--- config.mk ---
export PLATFORM = sky130hd
export DESIGN_NAME = tli_front
export DESIGN_NICKNAME = d
export VERILOG_FILES = /design/src/rtl/core/tli_pkg.sv /design/src/rtl/core/tli_front.sv
export VERILOG_INCLUDE_DIRS = /design/src /design/src/rtl/core
export SDC_FILE = /design/constraint.sdc
export NUM_CORES = 1
export LEC_CHECK = 0
export CAP_MARGIN = 5
export CORE_UTILIZATION = 45
export CTS_CLUSTER_DIAMETER = 50
export DETAILED_ROUTE_END_ITERATION = 16
export DONT_BUFFER_PORTS = 1
export HOLD_SLACK_MARGIN = 0.1
export PLACE_DENSITY = 0.67
export SYNTH_ARGS = -nofsm -noshare
export SYNTH_HDL_FRONTEND = slang
export SYNTH_SLANG_ARGS = --single-unit
--- constraint.sdc ---
create_clock -name clk_i -period 8 [get_ports clk_i]
set_clock_uncertainty 0.15 [all_clocks]
set_input_delay 0.4 -clock clk_i [delete_from_list [all_inputs] [get_ports clk_i]]
set_output_delay 0.4 -clock clk_i [all_outputs]
set_load 0.005 [all_outputs]
--- src/rtl/core/assert_macros.svh ---
// assertion helpers shared by the rtl files
`ifndef ASSERT_MACROS_SVH
`define ASSERT_MACROS_SVH

// property must hold at every clock edge outside reset
`define TLI_ASSERT(name, clk, rstn, prop) \
  name: assert property (@(posedge clk) disable iff (!rstn) prop) \
    else $error("tli assertion failed");

// expression must never be true outside reset
`define TLI_ASSERT_NEVER(name, clk, rstn, expr) \
  name: assert property (@(posedge clk) disable iff (!rstn) !(expr)) \
    else $error("tli forbidden condition seen");

`endif

--- src/rtl/core/tli_pkg.sv ---
package tli_pkg;

  // port and register widths
  localparam int unsigned RADIUS_W  = 31;
  localparam int unsigned REG_W     = 32;
  localparam int unsigned NUM_REGS  = 6;
  localparam int unsigned REG_IDX_W = 3;
  localparam int unsigned PADDR_W   = 5;

  // datapath widths
  localparam int unsigned MUL_W    = 64;
  localparam int unsigned MUL_HALF = 32;
  localparam int unsigned PROD_W   = 128;
  localparam int unsigned SACC_W   = 130;
  localparam int unsigned LIM_W    = 62;
  localparam int unsigned DEN_W    = 62;

  // register map
  localparam logic [REG_IDX_W-1:0] REG_PLANE_OFFSET = 3'd0;
  localparam logic [REG_IDX_W-1:0] REG_NORMAL_X     = 3'd1;
  localparam logic [REG_IDX_W-1:0] REG_NORMAL_Y     = 3'd2;
  localparam logic [REG_IDX_W-1:0] REG_NORMAL_Z     = 3'd3;
  localparam logic [REG_IDX_W-1:0] REG_REF_X        = 3'd4;
  localparam logic [REG_IDX_W-1:0] REG_REF_Y        = 3'd5;

  // one queued item
  typedef struct packed {
    logic [RADIUS_W-1:0] radius;
    logic                first;
  } tli_item_t;

  // status of an iterative unit
  typedef struct packed {
    logic busy;
    logic done;
  } tli_unit_st_t;

endpackage

--- src/rtl/core/tli_front.sv ---
`include "assert_macros.svh"

module tli_front import tli_pkg::*; #(
  parameter int unsigned WORD_BITS = 32
) (
  input  logic                clk_i,
  input  logic                rst_ni,
  input  logic                in_valid_i,
  output logic                in_stall_o,
  input  logic [RADIUS_W-1:0] radius_i,
  input  logic                first_i,
  output logic                item_valid_o,
  output tli_item_t           item_o,
  input  logic                pop_i
);

  localparam logic [63:0] RMASK = (64'd1 << (WORD_BITS - 1)) - 64'd1;

  tli_item_t  entries_q [2];
  logic       wr_ptr_q, rd_ptr_q;
  logic [1:0] cnt_q;
  logic       push;
  tli_item_t  in_item;

  // radius bits above the word's magnitude are dropped here
  assign in_item.radius = radius_i & RMASK[RADIUS_W-1:0];
  assign in_item.first  = first_i;

  assign in_stall_o   = (cnt_q == 2'd2);
  assign push         = in_valid_i && !in_stall_o;
  assign item_valid_o = (cnt_q != 2'd0);
  assign item_o       = entries_q[rd_ptr_q];

  // two-entry queue pointers
  always_ff @(posedge clk_i or negedge rst_ni) begin
    if (!rst_ni) begin
      wr_ptr_q <= 1'b0;
      rd_ptr_q <= 1'b0;
      cnt_q    <= 2'd0;
    end else begin
      if (push) wr_ptr_q <= !wr_ptr_q;
      if (pop_i) rd_ptr_q <= !rd_ptr_q;
      unique case ({push, pop_i})
        2'b10:   cnt_q <= cnt_q + 2'd1;
        2'b01:   cnt_q <= cnt_q - 2'd1;
        default: cnt_q <= cnt_q;
      endcase
    end
  end

  // queue storage
  always_ff @(posedge clk_i) begin
    if (push) entries_q[wr_ptr_q] <= in_item;
  end

  `TLI_ASSERT(a_pop_nonempty, clk_i, rst_ni, pop_i |-> (cnt_q != 2'd0))

endmodule

; ---- Yosys cells after proc, flatten, opt, wreduce, memory -nomap -nowiden
; Memories as Yosys holds them, arrays and structs flattened.
; Index checks and enable logic that the tools add are counted.
[word_totals]
regBits = 4
latchBits = 0
mem_bits_rw = 64
mem_bits_ro = 0
inputBits = 36
out_inout_bits = 34
word_cells = 18
n_memories = 1
[mem_list]
columns = name, words, word_bits, rd, rd_ports_with_merged_regs, write_ports, line
row1 = entries_q, 2, 32, 1, 0, 1, tli_front.sv:19  ; tli_item_t entries_q [2];
[op_classes]
n_addsub = 2
n_mul = 0
n_div = 0
order_cmp = 0
eq_ne = 3
shifts = 0
n_mux = 3
bitwise_logic = 0
n_reduce_logical = 6
[ops]
columns = operator, count
row1 = "equality test 2 bit, second input constant", 2
row2 = one-hot mux 2 bit (2 select lines), 1
row3 = nonzero test 2 bit, 2
row4 = logical NOT 1 bit, 3
row5 = "adder 2 x 1 -> 2 bit, second input constant", 1
row6 = "equality test 2 x 1 -> 1 bit, second input constant", 1
row7 = 2-to-1 mux 1 bit, 2
row8 = "subtractor 2 x 1 -> 2 bit, second input constant", 1
row9 = logical AND 1 bit, 1

; ---- Depth between registers and ports, before layout
[depth]
word_depth = 5
depth_mapped = 6
mapped_depth_nobuf = 6

; ---- Worst setup path before layout
; Ideal clock, no wire load.
[synth_timing]
kind = reg-to-reg
from = register cnt_q[0]
to = memory entries_q[0][0] (netlist bit), enable pin
setup_ns = 0.421
arrival_time_ns = 1.983
required_time_ns = 7.429
path_slack_ns = 5.446
path_stages_with_launch = 4
n_path_buf = 0
synth_period_minus_slack_ns = 2.554
path_cell_list = dfrtp_1 > nand2b_1 > nand2_1 > nor2_1
[synth_between]
elab_chain_len = 5
[synth_rtl]
columns = item, line
row1 = from (decl), tli_front.sv:21  ; logic [1:0] cnt_q;
row2 = from (signal assigned), tli_front.sv:44  ; 2'b10: cnt_q <= cnt_q + 2'd1;
row3 = from (signal assigned), tli_front.sv:45  ; 2'b01: cnt_q <= cnt_q - 2'd1;
row4 = from (signal assigned), tli_front.sv:46  ; default: cnt_q <= cnt_q;
row5 = equality test 2 bit, tli_front.sv:29  ; assign in_stall_o = (cnt_q == 2'd2);
row6 = logical NOT 1 bit, tli_front.sv:30  ; assign push = in_valid_i && !in_stall_o;
row7 = logical AND 1 bit, tli_front.sv:30
row8 = 2-to-1 mux 1 bit, tli_front.sv:53  ; if (push) entries_q[wr_ptr_q] <= in_item;
row9 = 2-to-1 mux 1 bit (not written as such), tli_front.sv:53
row10 = to (decl), tli_front.sv:19
; Every way passes these cells.

==> flow_metrics.tcl <==
set metrics [dict create \
    status "completed" \
    seq_power_share_pct 52.8 \
    fin_util_pct 57.1 \
    slew_violations 0 \
    viasPerCell 4.91 \
    finalPower_mw 1.06 \
    start_util_pct 47.3 \
    max_slew.worst_pin.slew_ps 996 \
    antenna_left 0 \
    first_iter_violations 67 \
    p_int_mw 0.782 \
    clock-sinks 68 \
    cts_root_buffer "clkbuf_8" \
    grt_pass1_wl_um 6120 \
    clk_latency_ps 320 \
    worst_setup_path_end_kind "output port" \
    synth_area_leaders "edfxtp_1 (72%), mux2_4 (16%), dfrtp_1 (3.8%)" \
    hold_viol 0 \
    cp_cell_sequence "mux2_2" \
    pin_count 70 \
    final-setup-viol-count 0 \
    drcViolationCount 0 \
    stdcell_count 235 \
    syn_nets 154 \
    synth_cell_types 15 \
    path_buf_inv 0 \
    required_ps 7450 \
    maxCapViolCount 0 \
    critPathLaunchType "register" \
    pwr-share-comb_pct 23.8 \
    core_area_um2 5610 \
    syn_area_per_cell_um2 22.7 \
    row_count 27 \
    arrival_ps 1790 \
    cts_buffer_depth 2 \
    switching_power_mw 0.279 \
    firstDrtPassIters 4 \
    grt_overflow 0 \
    gp_congestion 0.692 \
    clk_pin_slew_ps 60 \
    synth_top_area_cell "edfxtp_1" \
    crit_fanout 33 \
    wl_um 4030 \
    sw_frac_of_total_pct 26.3 \
    htree_num_levels 3 \
    syn_inst 117 \
    synth_top_area_share_pct 72.5 \
    wl_per_cell_um 17.1 \
    ys_warn_count 0 \
    yosysSeqAreaShare_pct 76.2 \
    layout.nets 196 \
    cts_buffers 9 \
    grt_max_degree 34 \
    rsz0062_at_grt "false" \
    ir_drop_v 0.000343 \
    drive_gt1_share_pct 28.8 \
    vias 1155 \
    port_buffers 0 \
    min_period_ps 2340 \
    min_period_over_period_pct 29.2 \
    gr-usage-all-layers_pct 14.1 \
    antenna_found_initial 0 \
    relSlewSlack_pct 33.6 \
    finalSetupTns_ps 0 \
    crit_type "reg2out" \
    cpPeakStageDelay_ps 1020 \
    areaGrowthSynthToFinish_pct 20.7 \
    critical-path-slowest-cell "dfrtp_2" \
    fmax_mhz 427 \
    layout_common_cells "edfxtp_1 (64), dlygate4sd3_1 (34), mux2_4 (29)" \
    dp_hpwl_um 2550 \
    design_area_um2 3200 \
    powerDensity_nw_per_um2 331 \
    p_leak_nw 1.17 \
    postCtsResizedCells 0 \
    holdBufCountCts 34 \
    ys_ff_latch 68 \
    final_common_cell "edfxtp_1" \
    die_h_um 78.8 \
    hold_class "in2async" \
    postPlaceCellArea_um2 2690 \
    dp_cells 186 \
    synthesis.area_um2 2650 \
    die_area_um2 6210 \
    grt_pass1_vias 1278 \
    power_frac_clock_pct 23.5 \
    post_cts_buffers 0 \
    die_x_um 78.8 \
    cpLargestDelayFamily "flip-flops" \
    cts_tree "yes" \
    diodes 0 \
]
[state kept, by name, indices dropped and copies added (netlist names)]
| name | count |
|---|---|
| entries_q | 64 |
| cnt_q | 2 |
| rd_ptr_q | 1 |
| wr_ptr_q | 1 |
[layer usage]
layer	routed length, um	share of wire, %	global-route usage [%]
met1	1490	37	13.6
met2	2180	54	25.7
met3	293	7.3	5.52
met4	61	1.5	7.78
met5	0	0	0
[synth_stat cells]
master / count
or2_2: 1
nor2_1: 2
inv_1: 1
mux2_2: 3
mux2_4: 29
ha_1: 1
xor2_1: 2
and3_1: 1
xnor2_1: 3
buf_12: 3
nand2_1: 1
dfrtp_1: 4
nand2b_1: 1
buf_6: 1
edfxtp_1: 64
[per-stage QoR]
step	setup WS [ps]	hold WS, ps
floorplan	5450	-45.6
global placement	6010	-45.5
detailed placement	5970	-45.5
CTS	5620	165
global route	5550	179
finish	5660	188
[logic make-up after synthesis]
kind of cell	share of synthesized area, %
multiplexers	17.7
XOR/XNOR	1.65
adder cells (fa/ha/maj)	0.472
AND/OR/NAND/NOR	1.13
buffers and inverters	2.83
flip-flops	76.2
[worst paths after layout]
kind | from | to | slack, ps | depth (start not counted)
setup / recovery | rd_ptr_q | item_o[28] | 5660 | 1
hold / removal | rst_ni | cnt_q[0] | 190 | 1
setup reg to reg | cnt_q[0] | entries_q[0][2] | 5940 | 3
hold reg to reg | cnt_q[1] | cnt_q[1] | 370 | 1
max in group asynchronous | rst_ni | rd_ptr_q | 7330 | 1
min in group clk_i | pop_i | cnt_q[0] | 190 | 2
[power groups by stage]
stage,Clock [mW],Combinational (mW),Sequential (mW)
after floorplan,0,0.273,0.516
after global placement,0,0.235,0.560
after detailed placement,0,0.240,0.569
after CTS,0.254,0.256,0.562
after global routing,0.271,0.271,0.572
final,0.249,0.252,0.560
[layout make-up]
cell class / count / area [um2]
Clock inverter: 3 / 38.8
Tap cell: 72 / 90.1
Sequential cell: 68 / 2020
Multi-Input combinational cell: 44 / 563
Clock buffer: 12 / 135
Fill cell: 440 / 2410
Inverter: 1 / 3.75
Timing Repair Buffer: 35 / 348
No activity file was read; power rests on OpenSTA's default activity.
