**src/rtl/core/assert_macros.svh**
```systemverilog
// assertion helpers shared by the rtl files
`ifndef ASSERT_MACROS_SVH
`define ASSERT_MACROS_SVH

// property must hold at every clock edge outside reset
`define TLI_ASSERT(name, clk, rstn, prop) \
  name: assert property (@(posedge clk) disable iff (!rstn) prop) \
    else $error("tli assertion failed");

// expression must never be true outside reset
`define TLI_ASSERT_NEVER(name, clk, rstn, expr) \
  name: assert property (@(posedge clk) disable iff (!rstn) !(expr)) \
    else $error("tli forbidden condition seen");

`endif

```
**src/rtl/core/tli_pkg.sv**
```systemverilog
package tli_pkg;

  // port and register widths
  localparam int unsigned RADIUS_W  = 31;
  localparam int unsigned REG_W     = 32;
  localparam int unsigned NUM_REGS  = 6;
  localparam int unsigned REG_IDX_W = 3;
  localparam int unsigned PADDR_W   = 5;

  // datapath widths
  localparam int unsigned MUL_W    = 64;
  localparam int unsigned MUL_HALF = 32;
  localparam int unsigned PROD_W   = 128;
  localparam int unsigned SACC_W   = 130;
  localparam int unsigned LIM_W    = 62;
  localparam int unsigned DEN_W    = 62;

  // register map
  localparam logic [REG_IDX_W-1:0] REG_PLANE_OFFSET = 3'd0;
  localparam logic [REG_IDX_W-1:0] REG_NORMAL_X     = 3'd1;
  localparam logic [REG_IDX_W-1:0] REG_NORMAL_Y     = 3'd2;
  localparam logic [REG_IDX_W-1:0] REG_NORMAL_Z     = 3'd3;
  localparam logic [REG_IDX_W-1:0] REG_REF_X        = 3'd4;
  localparam logic [REG_IDX_W-1:0] REG_REF_Y        = 3'd5;

  // one queued item
  typedef struct packed {
    logic [RADIUS_W-1:0] radius;
    logic                first;
  } tli_item_t;

  // status of an iterative unit
  typedef struct packed {
    logic busy;
    logic done;
  } tli_unit_st_t;

endpackage

```
**src/rtl/core/tli_root.sv**
```systemverilog
module tli_root import tli_pkg::*; (
  input  logic              clk_i,
  input  logic              rst_ni,
  input  logic              start_i,
  input  logic [PROD_W-1:0] rad_i,
  output tli_unit_st_t      st_o,
  output logic [MUL_W-1:0]  root_o
);

  localparam int unsigned REM_W = MUL_W + 3;

  logic [PROD_W-1:0] d_q;
  logic [REM_W-1:0]  rem_q, rem_sh, trial;
  logic [MUL_W-1:0]  root_q;
  logic [5:0]        cnt_q;
  logic              busy_q, done_q, ge;

  // restoring square root, two radicand bits per cycle
  assign rem_sh = {rem_q[REM_W-3:0], d_q[PROD_W-1:PROD_W-2]};
  assign trial  = {1'b0, root_q, 2'b01};
  assign ge     = (rem_sh >= trial);

  always_ff @(posedge clk_i or negedge rst_ni) begin
    if (!rst_ni) begin
      busy_q <= 1'b0;
      done_q <= 1'b0;
      cnt_q  <= 6'd0;
    end else begin
      done_q <= 1'b0;
      if (start_i) begin
        busy_q <= 1'b1;
        cnt_q  <= 6'd0;
      end else if (busy_q) begin
        cnt_q <= cnt_q + 6'd1;
        if (cnt_q == 6'(MUL_W - 1)) begin
          busy_q <= 1'b0;
          done_q <= 1'b1;
        end
      end
    end
  end

  always_ff @(posedge clk_i) begin
    if (start_i) begin
      d_q    <= rad_i;
      rem_q  <= '0;
      root_q <= '0;
    end else if (busy_q) begin
      d_q    <= {d_q[PROD_W-3:0], 2'b00};
      rem_q  <= ge ? (rem_sh - trial) : rem_sh;
      root_q <= {root_q[MUL_W-2:0], ge};
    end
  end

  assign st_o.busy = busy_q;
  assign st_o.done = done_q;
  assign root_o    = root_q;

endmodule

```
**config.mk**
```make
export PLATFORM = sky130hd
export DESIGN_NAME = tli_root
export DESIGN_NICKNAME = d
export VERILOG_FILES = /design/src/rtl/core/assert_macros.svh /design/src/rtl/core/tli_pkg.sv /design/src/rtl/core/tli_root.sv
export SDC_FILE = /design/constraint.sdc
export NUM_CORES = 1
export LEC_CHECK = 0
export BUFFER_PORTS_ARGS = -buffer_cell sky130_fd_sc_hd__buf_4
export CORE_MARGIN = 2
export CORE_UTILIZATION = 63
export DETAILED_ROUTE_END_ITERATION = 10
export GPL_ROUTABILITY_DRIVEN = 0
export PLACE_DENSITY = 0.9
export SLEW_MARGIN = 5
export SYNTH_ARGS = -nofsm -noshare
export SYNTH_HDL_FRONTEND = slang
export SYNTH_SLANG_ARGS = --single-unit
```
**constraint.sdc**
```tcl
create_clock -name clk_i -period 10.6 [get_ports clk_i]
set_input_delay 2.12 -clock clk_i [delete_from_list [all_inputs] [get_ports clk_i]]
set_output_delay 2.12 -clock clk_i [all_outputs]
set_load 0.005 [all_outputs]
```
---- Yosys cells after proc, flatten, opt, wreduce, memory -nomap -nowiden ----
Index checks and enable logic that the tools add are counted.
word-level totals
  bits in registers ....................... 265
operators by class
  $lt $le $gt $ge ......................... 1
  eq/ne operators ......................... 1
  add/sub/neg operators ................... 2
  muxes and demuxes ....................... 11
  reduce and logical (&&, ||, !) cells .... 1
operators by type and width
  kind                                                            count
  128-bit two-way mux                                             2
  67-bit by 66-bit greater-or-equal comparator with 1-bit output  1
  65-bit two-way mux                                              1
  65-bit subtractor                                               1
  6-bit two-way mux                                               2
  6-bit by 1-bit adder with 6-bit output, second input constant   1
  6-bit equality test, second input constant                      1
  1-bit two-way mux                                               6
  2-bit nonzero test                                              1

---- Depth between registers and ports, before layout ----
  word-level depth ........................ 4
  depth in mapped cells ................... 14
  gate-level depth less buffers ........... 12

---- Worst setup path before layout ----
Ideal clock, no wire load.
  path kind ............................... in2reg
  start point ............................. input port start_i
  end point ............................... register d_q[0] (enable)
  setup time .............................. 0.480 ns
  setup slack ............................. 5.145 ns
  cell stages on the path ................. 3
  data arrival time ....................... 4.975 ns
  path through ............................ clkbuf_1 -> nor2_1 -> inv_1
between the ends
  word-level cells in the longest chain between the ends .. 1
ends and longest elaborated chain
  item                          line            source
  start: declaration            tli_root.sv:4   input logic start_i,
  2-bit nonzero test (no line)  --
  end signal: assignment        tli_root.sv:45  d_q <= rad_i;
  end signal: assignment        tli_root.sv:49  d_q <= {d_q[PROD_W-3:0], 2'b00};
  end: declaration              tli_root.sv:12  logic [PROD_W-1:0] d_q;
Every way passes these cells.
A chain may end at the register's enable or synchronous reset.

---- Final worst setup path ----
  start point ............................. input port start_i
  end point ............................... register d_q[46] (enable)
The elaborated chain is that of the path after synthesis.

==> results by group <==
Status
  – Status: finished clean

Worst setup path
  – Critical path arrival: 4660 ps
  – Critical path type: input pin to flop
  – Startpoint type of the worst setup path: input pin
  – R2R Path Start: root_o[52]$_SDFFE_PP0P_
  – Worst Path Max Fanout: 121
  – CP max stage cell: buf_4
  – Worst Path Required: around 11000 ps
  – Critical path's largest stage delay: 830 ps
  – Critical Path, Cell by Cell: clkbuf_8 > nor2_1 > inv_4 > buf_4
  – Crit. End Element: flop
  – CP startpoint: start_i

Clock network
  – H-tree depth: 1
  – Clock Latency Late Sink: between 500 and 600 ps
  – Clock root buffer: clkbuf_16
  – CTS Buf Count: 27
  – Longest Clk Path Bufs: 3
  – Post-CTS sizing: 0
  – Clk sinks: 265
  – Clock-pin slew on the worst setup and hold paths: about 60 ps
  – Postcts setup bufs: 0
  – Cts hold-fix bufs: 0
  – CTS tree: done

Floorplanning
  – Die area: approximately 0.025 mm²
  – I/O Pins: 197
  – Core area: 0.0234 mm²
  – Initial Utilization: a little under two thirds
  – Core Rows: 56
  – Die X: roughly 160 µm
  – Die Y: 158 µm

Final layout
  – Layout Nets: between 1.5k and 2k
  – Area growth syn-to-layout: 16.1%
  – Area occupied by registers: 0.00663 mm²
  – Commonest non-fill, non-tap cell in the layout: buf_4
  – Fillers: 1558
  – Most frequent cells in the layout: 201 x buf_4, 186 x nor2_1, 129 x dfxtp_1
  – ANT cells: 0
  – Fraction of layout cells with a size suffix above 1: 22.9%
  – Final core occ: between 70% and 80%
  – Area of the multi-input gates: 0.00760 mm²

GRT
  – Grt ovf: 0
  – GRT Total Usage: around 30%
  – Initial antenna violation count: 0
  – Largest net degree at the start of global routing: 122
  – Vias in the first global route: approximately 12k
  – First-pass GRT wire length: around 60000 µm

Pwr
  – Cell Pwr Density: between 200 and 300 mW/mm²
  – Max VDD drop: 226 µV
  – Comb pwr share: between 50% and 60%
  – Int Pwr: 2.79 mW
  – NetSw: between 1.5 and 2 mW
  – P_leak: 7.70 nW
  – Seq pwr share: between 20 and 30%
  – Sw Share: between 40 and 50%
  – Clock group share of total power: between 20% and 30%

Synth
  – Synthesized net count: roughly 1.7k
  – Post-synth cell types: 70
  – Post-Syn Area: around 0.015 mm²
  – Share of the synthesized area in the top cell type: 25.7%
  – Count of state elements after synthesis: around 270
  – YS warnings: 0
  – Dominant synthesized flop cell: dfxtp_1
  – Post-synth EDFFs: about 130
  – Synth async-reset ratio: a little over 3%
  – Post-Syn Instances: 1509
  – Register area share after synthesis: 44.3%
  – Cell taking the most area after synthesis: edfxtp_1
  – Syn Area/Cell: roughly 10 µm²
  – Synth area leaders: edfxtp_1 26%, dfxtp_1 17%, mux2_2 9.6%

Placement
  – DP HPWL: between 20000 and 30000 µm
  – Dpl ws: ~5600 ps
  – PortBufs: approximately 200

Timing
  – Final Cycle Share: 42.2%
  – Slew at the pin with the worst max-slew slack: roughly 950 ps
  – Tmin final: 4480 ps
  – Achievable Freq: 0.223 GHz
  – Final setup vio count: 0
  – Setup WS post-layout: roughly 6000 ps
  – Skew final: roughly 16 ps
  – Setup TNS: 0 ps
  – Final hold vios: 0
  – Worst hold slack: between 500 and 600 ps
  – Max-slew violation count: 0
  – Rel. slew slack: 37.0%
  – RSZ-0062 raised after global routing: no

Detailed routing
  – Drt wl/cell: ~19 µm
  – Starting DRT DRC Count: between 1k and 1.5k
  – Drc violations: 0
  – Vias per cell: ~6
  – DR vias: 12.1k
  – Antenna Nets Post-Route: 0
  – Total Routed Length: roughly 38000 µm
  – Initial DRT Pass Iterations: 7

Worst hold path
  – Hold path startpoint: rem_q[27]$_SDFFE_PP0P_
  – Hold Path Class: flop to flop

Flow run
  – Max_cap viols: 0
## state kept, by name, summed over array words and instances (netlist names)
register	count
root_o	64
d_q	128
done_q	1
rem_q	65
busy_q	1
cnt_q	6
## metal layers
layer | vias up | part of all wire, % | track usage (%)
met5 | - | 0 | 0
met3 | 95 | 8.3 | 7.25
met2 | 521 | 49 | 52.8
li1 | 5750 | - | -
met4 | 0 | 3.1 | 9.70
met1 | 5781 | 39 | 36.6
## worst paths after layout
kind	end	slack (ps)	depth (start not counted)
max in group asynchronous	busy_q$_DFF_PN0_	9080	1
min reg2reg	rem_q[27]$_SDFFE_PP0P_	500	2
max reg2reg	rem_q[57]$_SDFFE_PP0P_	6340	12
min	rem_q[27]$_SDFFE_PP0P_	500	2
max	d_q[46]$_DFFE_PP_	6120	4
min in group asynchronous	cnt_q[2]$_DFFE_PN0P_	1370	1
## synthesized netlist by cell type, drive strengths merged, types with 7 or more instances
cell type  count
buf           25
mux2         127
inv           89
dfrtp          8
nor2b          8
clkbuf        57
nor2         186
nand4         18
ha            67
nor3          19
nand3         13
edfxtp       128
a211oi        51
a21oi        104
a31oi          8
dfxtp        129
xor2          21
xnor2         37
and3          10
o21a          11
mux2i         90
o211ai        12
o21bai         7
o21ai         71
a21o          27
nand2         94
and2           8
and4           7
## logic make-up after synthesis
family	synth area share, %
AND/OR/NAND/NOR	11.9
flip-flops	44.3
XOR/XNOR	3.40
buffers and inverters	4.91
adder cells (fa/ha/maj)	5.60
AO/OA/AOI/OAI	14.3
multiplexers	15.6
## critical path, delay by kind of cell
family,cells,cell delay (ps)
simple gates,1,370
buf+inv,3,2030
## metrics by stage
step	instances	area, µm²	power [mW]
3_5_place_dp	1947	16500	3.68
5_1_grt	1997	17400	4.99
6_report	1997	17400	4.70
3_3_place_gp	1947	16500	3.60
4_1_cts	1997	17400	4.66
2_1_floorplan	1509	15000	3.21
## power groups by stage
| stage | registers (mW) | logic, mW | clock network, mW |
|---|---|---|---|
| after floorplan | 1.31 | 1.89 | 0 |
| after global routing | 1.35 | 2.64 | 0.998 |
| after global placement | 1.34 | 2.26 | 0 |
| after CTS | 1.33 | 2.36 | 0.969 |
| after detailed placement | 1.35 | 2.33 | 0 |
| final | 1.34 | 2.41 | 0.956 |
## final cells by class
cell class / instances / area share [%]
Sequential cell: 265 / 38.2
Timing Repair Buffer: 202 / 8.77
Multi-Input combinational cell: 1072 / 43.8
Clock inverter: 19 / 0.908
Tap cell: 319 / 2.30
Inverter: 89 / 1.94
Clock buffer: 31 / 4.15
Note: power is estimated with default switching activity, not from simulation.
