===== config.mk =====
export PLATFORM = sky130hd
export DESIGN_NAME = tli_mul
export DESIGN_NICKNAME = d
export VERILOG_FILES = /design/src/rtl/core/assert_macros.svh /design/src/rtl/core/tli_pkg.sv /design/src/rtl/core/tli_mul.sv
export SDC_FILE = /design/constraint.sdc
export NUM_CORES = 2
export LEC_CHECK = 0
export BUFFER_PORTS_ARGS = -buffer_cell sky130_fd_sc_hd__buf_4
export CORE_UTILIZATION = 35
export DETAILED_ROUTE_END_ITERATION = 16
export PLACE_DENSITY_LB_ADDON = 0.1
export RECOVER_POWER = 100
export SLEW_MARGIN = 5
export SYNTH_ARGS = -nofsm -noshare
export SYNTH_HDL_FRONTEND = slang
export SYNTH_SLANG_ARGS = --single-unit
export TNS_END_PERCENT = 50

===== constraint.sdc =====
create_clock -name clk_i -period 8 [get_ports clk_i]
set_clock_uncertainty 0.05 [all_clocks]
set_input_delay 1.2 -clock clk_i [delete_from_list [all_inputs] [get_ports clk_i]]
set_output_delay 1.2 -clock clk_i [all_outputs]
set_load 0.005 [all_outputs]

===== src/rtl/core/assert_macros.svh =====
// assertion helpers shared by the rtl files
`ifndef ASSERT_MACROS_SVH
`define ASSERT_MACROS_SVH

// property must hold at every clock edge outside reset
`define TLI_ASSERT(name, clk, rstn, prop) \
  name: assert property (@(posedge clk) disable iff (!rstn) prop) \
    else $error("tli assertion failed");

// expression must never be true outside reset
`define TLI_ASSERT_NEVER(name, clk, rstn, expr) \
  name: assert property (@(posedge clk) disable iff (!rstn) !(expr)) \
    else $error("tli forbidden condition seen");

`endif


===== src/rtl/core/tli_pkg.sv =====
package tli_pkg;

  // port and register widths
  localparam int unsigned RADIUS_W  = 31;
  localparam int unsigned REG_W     = 32;
  localparam int unsigned NUM_REGS  = 6;
  localparam int unsigned REG_IDX_W = 3;
  localparam int unsigned PADDR_W   = 5;

  // datapath widths
  localparam int unsigned MUL_W    = 64;
  localparam int unsigned MUL_HALF = 32;
  localparam int unsigned PROD_W   = 128;
  localparam int unsigned SACC_W   = 130;
  localparam int unsigned LIM_W    = 62;
  localparam int unsigned DEN_W    = 62;

  // register map
  localparam logic [REG_IDX_W-1:0] REG_PLANE_OFFSET = 3'd0;
  localparam logic [REG_IDX_W-1:0] REG_NORMAL_X     = 3'd1;
  localparam logic [REG_IDX_W-1:0] REG_NORMAL_Y     = 3'd2;
  localparam logic [REG_IDX_W-1:0] REG_NORMAL_Z     = 3'd3;
  localparam logic [REG_IDX_W-1:0] REG_REF_X        = 3'd4;
  localparam logic [REG_IDX_W-1:0] REG_REF_Y        = 3'd5;

  // one queued item
  typedef struct packed {
    logic [RADIUS_W-1:0] radius;
    logic                first;
  } tli_item_t;

  // status of an iterative unit
  typedef struct packed {
    logic busy;
    logic done;
  } tli_unit_st_t;

endpackage


===== src/rtl/core/tli_mul.sv =====
module tli_mul import tli_pkg::*; (
  input  logic               clk_i,
  input  logic               rst_ni,
  input  logic               start_i,
  input  logic [MUL_W-1:0]   op_a_i,
  input  logic [MUL_W-1:0]   op_b_i,
  output tli_unit_st_t       st_o,
  output logic [PROD_W-1:0]  prod_o
);

  logic [MUL_W-1:0]    a_q, b_q;
  logic [2:0]          step_q;
  logic                busy_q, done_q;
  logic [MUL_W-1:0]    pp_q;
  logic [1:0]          sh_q;
  logic [PROD_W-1:0]   acc_q, pp_shifted;
  logic [MUL_HALF-1:0] a_half, b_half;

  // one 32x32 partial product per cycle, quarter chosen by step
  assign a_half = step_q[1] ? a_q[MUL_W-1:MUL_HALF] : a_q[MUL_HALF-1:0];
  assign b_half = step_q[0] ? b_q[MUL_W-1:MUL_HALF] : b_q[MUL_HALF-1:0];

  always_comb begin
    unique case (sh_q)
      2'd0:    pp_shifted = {64'd0, pp_q};
      2'd1:    pp_shifted = {32'd0, pp_q, 32'd0};
      2'd2:    pp_shifted = {pp_q, 64'd0};
      default: pp_shifted = '0;
    endcase
  end

  // control
  always_ff @(posedge clk_i or negedge rst_ni) begin
    if (!rst_ni) begin
      busy_q <= 1'b0;
      done_q <= 1'b0;
      step_q <= 3'd0;
    end else begin
      done_q <= 1'b0;
      if (start_i) begin
        busy_q <= 1'b1;
        step_q <= 3'd0;
      end else if (busy_q) begin
        step_q <= step_q + 3'd1;
        if (step_q == 3'd4) begin
          busy_q <= 1'b0;
          done_q <= 1'b1;
        end
      end
    end
  end

  // operands, partial product register and accumulator
  always_ff @(posedge clk_i) begin
    if (start_i) begin
      a_q   <= op_a_i;
      b_q   <= op_b_i;
      acc_q <= '0;
    end else if (busy_q) begin
      if (step_q != 3'd4) begin
        pp_q <= a_half * b_half;
        sh_q <= 2'(step_q[1]) + 2'(step_q[0]);
      end
      if (step_q != 3'd0) acc_q <= acc_q + pp_shifted;
    end
  end

  assign st_o.busy = busy_q;
  assign st_o.done = done_q;
  assign prod_o    = acc_q;

endmodule


==> After elaboration in Yosys (flattened, before gate mapping) <==
Index checks and enable logic that the tools add are counted.
{ "word_totals": {"reg_bits": 327, "word_cells": 33} }
{ "op_classes": {"add_sub_neg": 3, "mul": 1, "n_eq_ne": 4, "mux": 11, "bitwise_logic": 1, "reduce_logical": 5} }
{ "op_table": {"columns": ["cell", "count"], "rows": [
  ["$pmux W128 S3", 1],
  ["$add A128 B128 Y128", 1],
  ["$mul A32 B32 Y64", 1],
  ["$mux W32", 2],
  ["$mux W1", 6],
  ["$mux W3", 2],
  ["$add A3 B1 Y3 const B", 1],
  ["$eq A3 B3 Y1 const B", 1],
  ["$ne A3 B3 Y1 const B", 1],
  ["$reduce_and A3 Y1", 1],
  ["$reduce_bool A3 Y1", 1],
  ["$add A1 B1 Y2", 1],
  ["$eq A2 B1 Y1 const B", 1],
  ["$eq A2 B2 Y1 const B", 1],
  ["$logic_not A2 Y1", 1],
  ["$reduce_and A2 Y1", 1],
  ["$reduce_bool A2 Y1", 1],
  ["$not A1 Y1", 1]
]} }

==> Longest topological paths before layout <==
{ "depth": {"word_depth": 4, "mapped_depth": 36, "mapped_depth_nobuf": 31} }

==> Worst setup path before layout <==
Ideal clock, no wire load.
{ "synth_path": {"path_kind": "register to register", "from": "reg step_q[1]", "to": "reg pp_q[62] (data pin)", "arrival_ps": 8533, "slack_ps": -841, "path_stages_with_launch": 33, "period_less_slack_ps": 8841, "path_cell_list": "dfrtp_1 clkbuf_1 clkbuf_1 buf_1 mux2i_1 clkbuf_1 nor2_1 fa_1 fa_1 fa_1 inv_1 fa_1 inv_1 fa_1 fa_1 fa_1 inv_1 fa_1 inv_1 ha_1 clkbuf_1 nand3_1 nor2_1 a221oi_1 or3_1 nand4_1 a31oi_1 o31ai_1 a311o_1 a31oi_1 o21ai_1 a31oi_1 xnor2_1"} }
{ "synth_via": {"elab_chain_cells": 2} }
{ "synth_rtl": {"columns": ["item", "line", "source"], "rows": [
  ["from (decl)", "tli_mul.sv:12", "logic [2:0] step_q;"],
  ["from (signal assigned)", "tli_mul.sv:44", "step_q <= step_q + 3'd1;"],
  ["$mux W32", "tli_mul.sv:20", "assign a_half = step_q[1] ? a_q[MUL_W-1:MUL_HALF] : a_q[MUL_HALF-1:0];"],
  ["$mul A32 B32 Y64", "tli_mul.sv:61", "pp_q <= a_half * b_half;"],
  ["to (signal assigned)", "tli_mul.sv:61", null],
  ["to (decl)", "tli_mul.sv:14", "logic [MUL_W-1:0] pp_q;"]
]} }
Every way passes these cells.
A chain may end at the register's enable or synchronous reset.

==> Worst setup path after layout <==
{ "layout_path": {"from": "reg step_q[0]", "to": "reg pp_q[62] (data pin)"} }
{ "layout_via": {"elab_chain_cells": 2} }
{ "layout_rtl": {"columns": ["item", "line", "source"], "rows": [
  ["$mux W32", "tli_mul.sv:21", "assign b_half = step_q[0] ? b_q[MUL_W-1:MUL_HALF] : b_q[MUL_HALF-1:0];"],
  ["$mul A32 B32 Y64", "tli_mul.sv:61", null]
]} }
Every way passes these cells.

==> impl_metrics.yaml <==
outcome:
  status: "finished, violations left"
  violations: "negative setup slack"
logic_synthesis:
  synth.avg_cell_area_sq_um: 8.88
  synthArstFlopShare: 0.0153
  ys_ff_latch: 327
  synth_area_sq_mm: 0.0526
  ys.warnings.count: 0
  synth-seq-area-share: 0.162
  synthCells: 5924
  yosys.cell_types.count: 93
  synth_flop_cell: "edfxtp_1"
  synth_top_area_share: 0.341
  syn_nets: 7344
  netlist_top_cells_area: "fa_1 (34%), edfxtp_1 (11%), ha_1 (9.3%), inv_1 (6.6%), nor2_1 (5.6%)"
  synth-edff-count: 194
  synth_area_leader_cell: "fa_1"
setup_path:
  worst-endpoint-arrival_ns: 8.86
  end_kind: "flop"
  crit_cells: 30
  reg2reg_depth: 30
  cpPeakStageDelay_ns: 0.64
  crit_path_start_kind: "flop"
  slowest_stage: "fa_1"
  path_buf_inv: 7
  critical_path_class: "reg -> reg"
  crit_required_ns: 8.34
  cp_max_fo: 12
  critPathTopFamily: "adder cells"
  cpMostUsedCell: "fa_1"
die:
  die_y_microns: 390
  die_x_microns: 390
  num_rows: 141
  core_sq_mm: 0.149
  pin_count: 261
  start_util: 0.354
  die-area_sq_mm: 0.152
drt:
  drtIter0Drc: 3217
  route.detailed.drc: 0
  routed_wl_mm: 210
  drtPass1Iterations: 5
  vias_per_cell: 5.10
  detail-route-antenna-nets: 0
  dr_total_vias: 43800
  avgRoutedWirePerCell_microns: 24.4
job:
  cap_violations: 0
global_routing:
  grt_pass1_wl_mm: 306
  grt_pass1_vias: 45600
  antenna_found_initial: 6
  gr-total-overflow: 0
  grt_max_degree: 78
  grt_usage: 0.276
layout:
  mostFrequentLayoutCell: "inv_1"
  layout-drive-gt1-share: 0.191
  syn_to_final_growth_pct: 22.5
  final_nets: 7972
  nFillCells: 14900
  layout_common_cells: "inv_1 (906), fa_1 (858), nand2_1 (763)"
sta:
  setup_ws_ns: -0.525
  max_freq_mhz: 117
  fin_crit_ns: 8.52
  slew_violations: 0
  worst_slew_pin_slew_ns: 1.09
  hold_viol: 0
  rsz0062_at_grt: "yes"
  setup_viol: 21
  min_period_over_period: 1.07
  relSlewSlack: 0.275
min_path:
  worstHoldPathType: "reg -> reg"
  hold_path_depth: 2
clock_network:
  numCtsBuffers: 43
  cts_htree_levels: 2
  root_buffer: "clkbuf_16"
  clkLatencyLatePin_ns: 0.65
  cts_tree: "done"
  clkSinkCount: 327
  clk_path_buf_depth: 3
  cts.hold.buffers_added: 0
  clkTransAtPathRegs_ns: 0.06
place:
  dp_hpwl_mm: 179
  pre_cts_ws_ns: -0.835
  place_congestion: 0.976
  io_buffers: 260
-- timing repair --
item	4_1_cts	5_1_grt
pin swaps	46	95
endpoints found under the setup margin	29	32
gates cloned	1	1
resized for setup	115	149
setup buffers	27	22
-- area by class of cell --
class                   instances  area [sq um]  area share
well taps                    2002          2500      0.0388
diodes                          6          15.0    0.000233
flip-flops and latches        327          8520       0.132
clock inverters                24           236     0.00367
repair buffers                889          7870       0.122
clock buffers                  56          1180      0.0182
inverters                     923          3460      0.0537
multi-input cells            4368         40700       0.631
-- synthesized netlist by cell type, types with 22 or more instances --
library cell / number
inv_1: 923
fa_1: 897
nor2_1: 781
nand2_1: 765
ha_1: 392
a21oi_1: 315
clkbuf_1: 253
edfxtp_1: 194
o21ai_0: 168
dfxtp_1: 128
xnor2_1: 116
a21o_1: 102
mux2i_1: 99
nand4_1: 78
and2_1: 70
xor2_1: 65
mux2_2: 56
o21bai_1: 41
nor3_1: 38
a22o_1: 34
a31oi_1: 32
nand3_1: 27
and3_1: 24
buf_2: 24
nand2b_1: 24
o21a_1: 24
nor2b_1: 22
-- sequential cells by signal (all words and copies together), names as in the netlist --
name and count:
a_q 64, b_q 64, busy_q 1, done_q 1, pp_q 64, prod_o 128, sh_q 2, step_q 3
-- through the flow --
stage                     utilization  hold slack [ns]  instances  setup TNS [ns]  area [sq um]
after floorplan                     -            0.409       5924        -0.00522         53400
after global placement          0.415            0.414       8461          -11.38         61700
after detailed placement        0.415            0.419       8461          -12.51         61700
after CTS                       0.430            0.339       8569           -5.77         63800
after global routing            0.434            0.446       8590          -12.02         64500
final                           0.434            0.427       8595           -6.16         64500
-- routing by layer --
metal | global-route usage | vias up | share of wire
li1 | - | 20100 | -
met1 | 0.382 | 21800 | 0.44
met2 | 0.440 | 1579 | 0.45
met3 | 0.0432 | 305 | 0.070
met4 | 0.0890 | 6 | 0.039
met5 | 0 | - | 0.00020
-- worst paths after layout --
| path | from | to | slack, ns |
|---|---|---|---|
| setup / recovery | step_q[0]$_DFFE_PN0P_ | pp_q[62]$_DFFE_PP_ | -0.52 |
| hold / removal | prod_o[118]$_SDFFE_PP0P_ | prod_o[118]$_SDFFE_PP0P_ | 0.43 |
| setup reg to reg | step_q[0]$_DFFE_PN0P_ | pp_q[62]$_DFFE_PP_ | -0.52 |
| hold reg to reg | prod_o[118]$_SDFFE_PP0P_ | prod_o[118]$_SDFFE_PP0P_ | 0.43 |
| max in group asynchronous | rst_ni | step_q[1]$_DFFE_PN0P_ | 6.41 |
| min in group asynchronous | rst_ni | step_q[2]$_DFFE_PN0P_ | 0.70 |
-- worst min-delay path, cell delays in order, from the launching register on --
cell	delay, ns
dfxtp_1	0.33
nand2_1	0.06
o21ai_1	0.05
-- logic make-up (layout without fill, tap and decap cells) --
kind of cell | count (synthesis) | count (layout) | share of synthesized area
multiplexers | 161 | 161 | 0.0321
AND/OR/NAND/NOR | 1872 | 1872 | 0.149
adder cells (fa/ha/maj) | 1289 | 1289 | 0.434
AO/OA/AOI/OAI | 865 | 865 | 0.104
flip-flops | 327 | 327 | 0.162
buffers and inverters | 1229 | 1892 | 0.0885
XOR/XNOR | 181 | 181 | 0.0301
other | 0 | 6 | 0
Power is not shown: default switching activity piles up to over one toggle a cycle in this logic, so the estimate is an artifact.
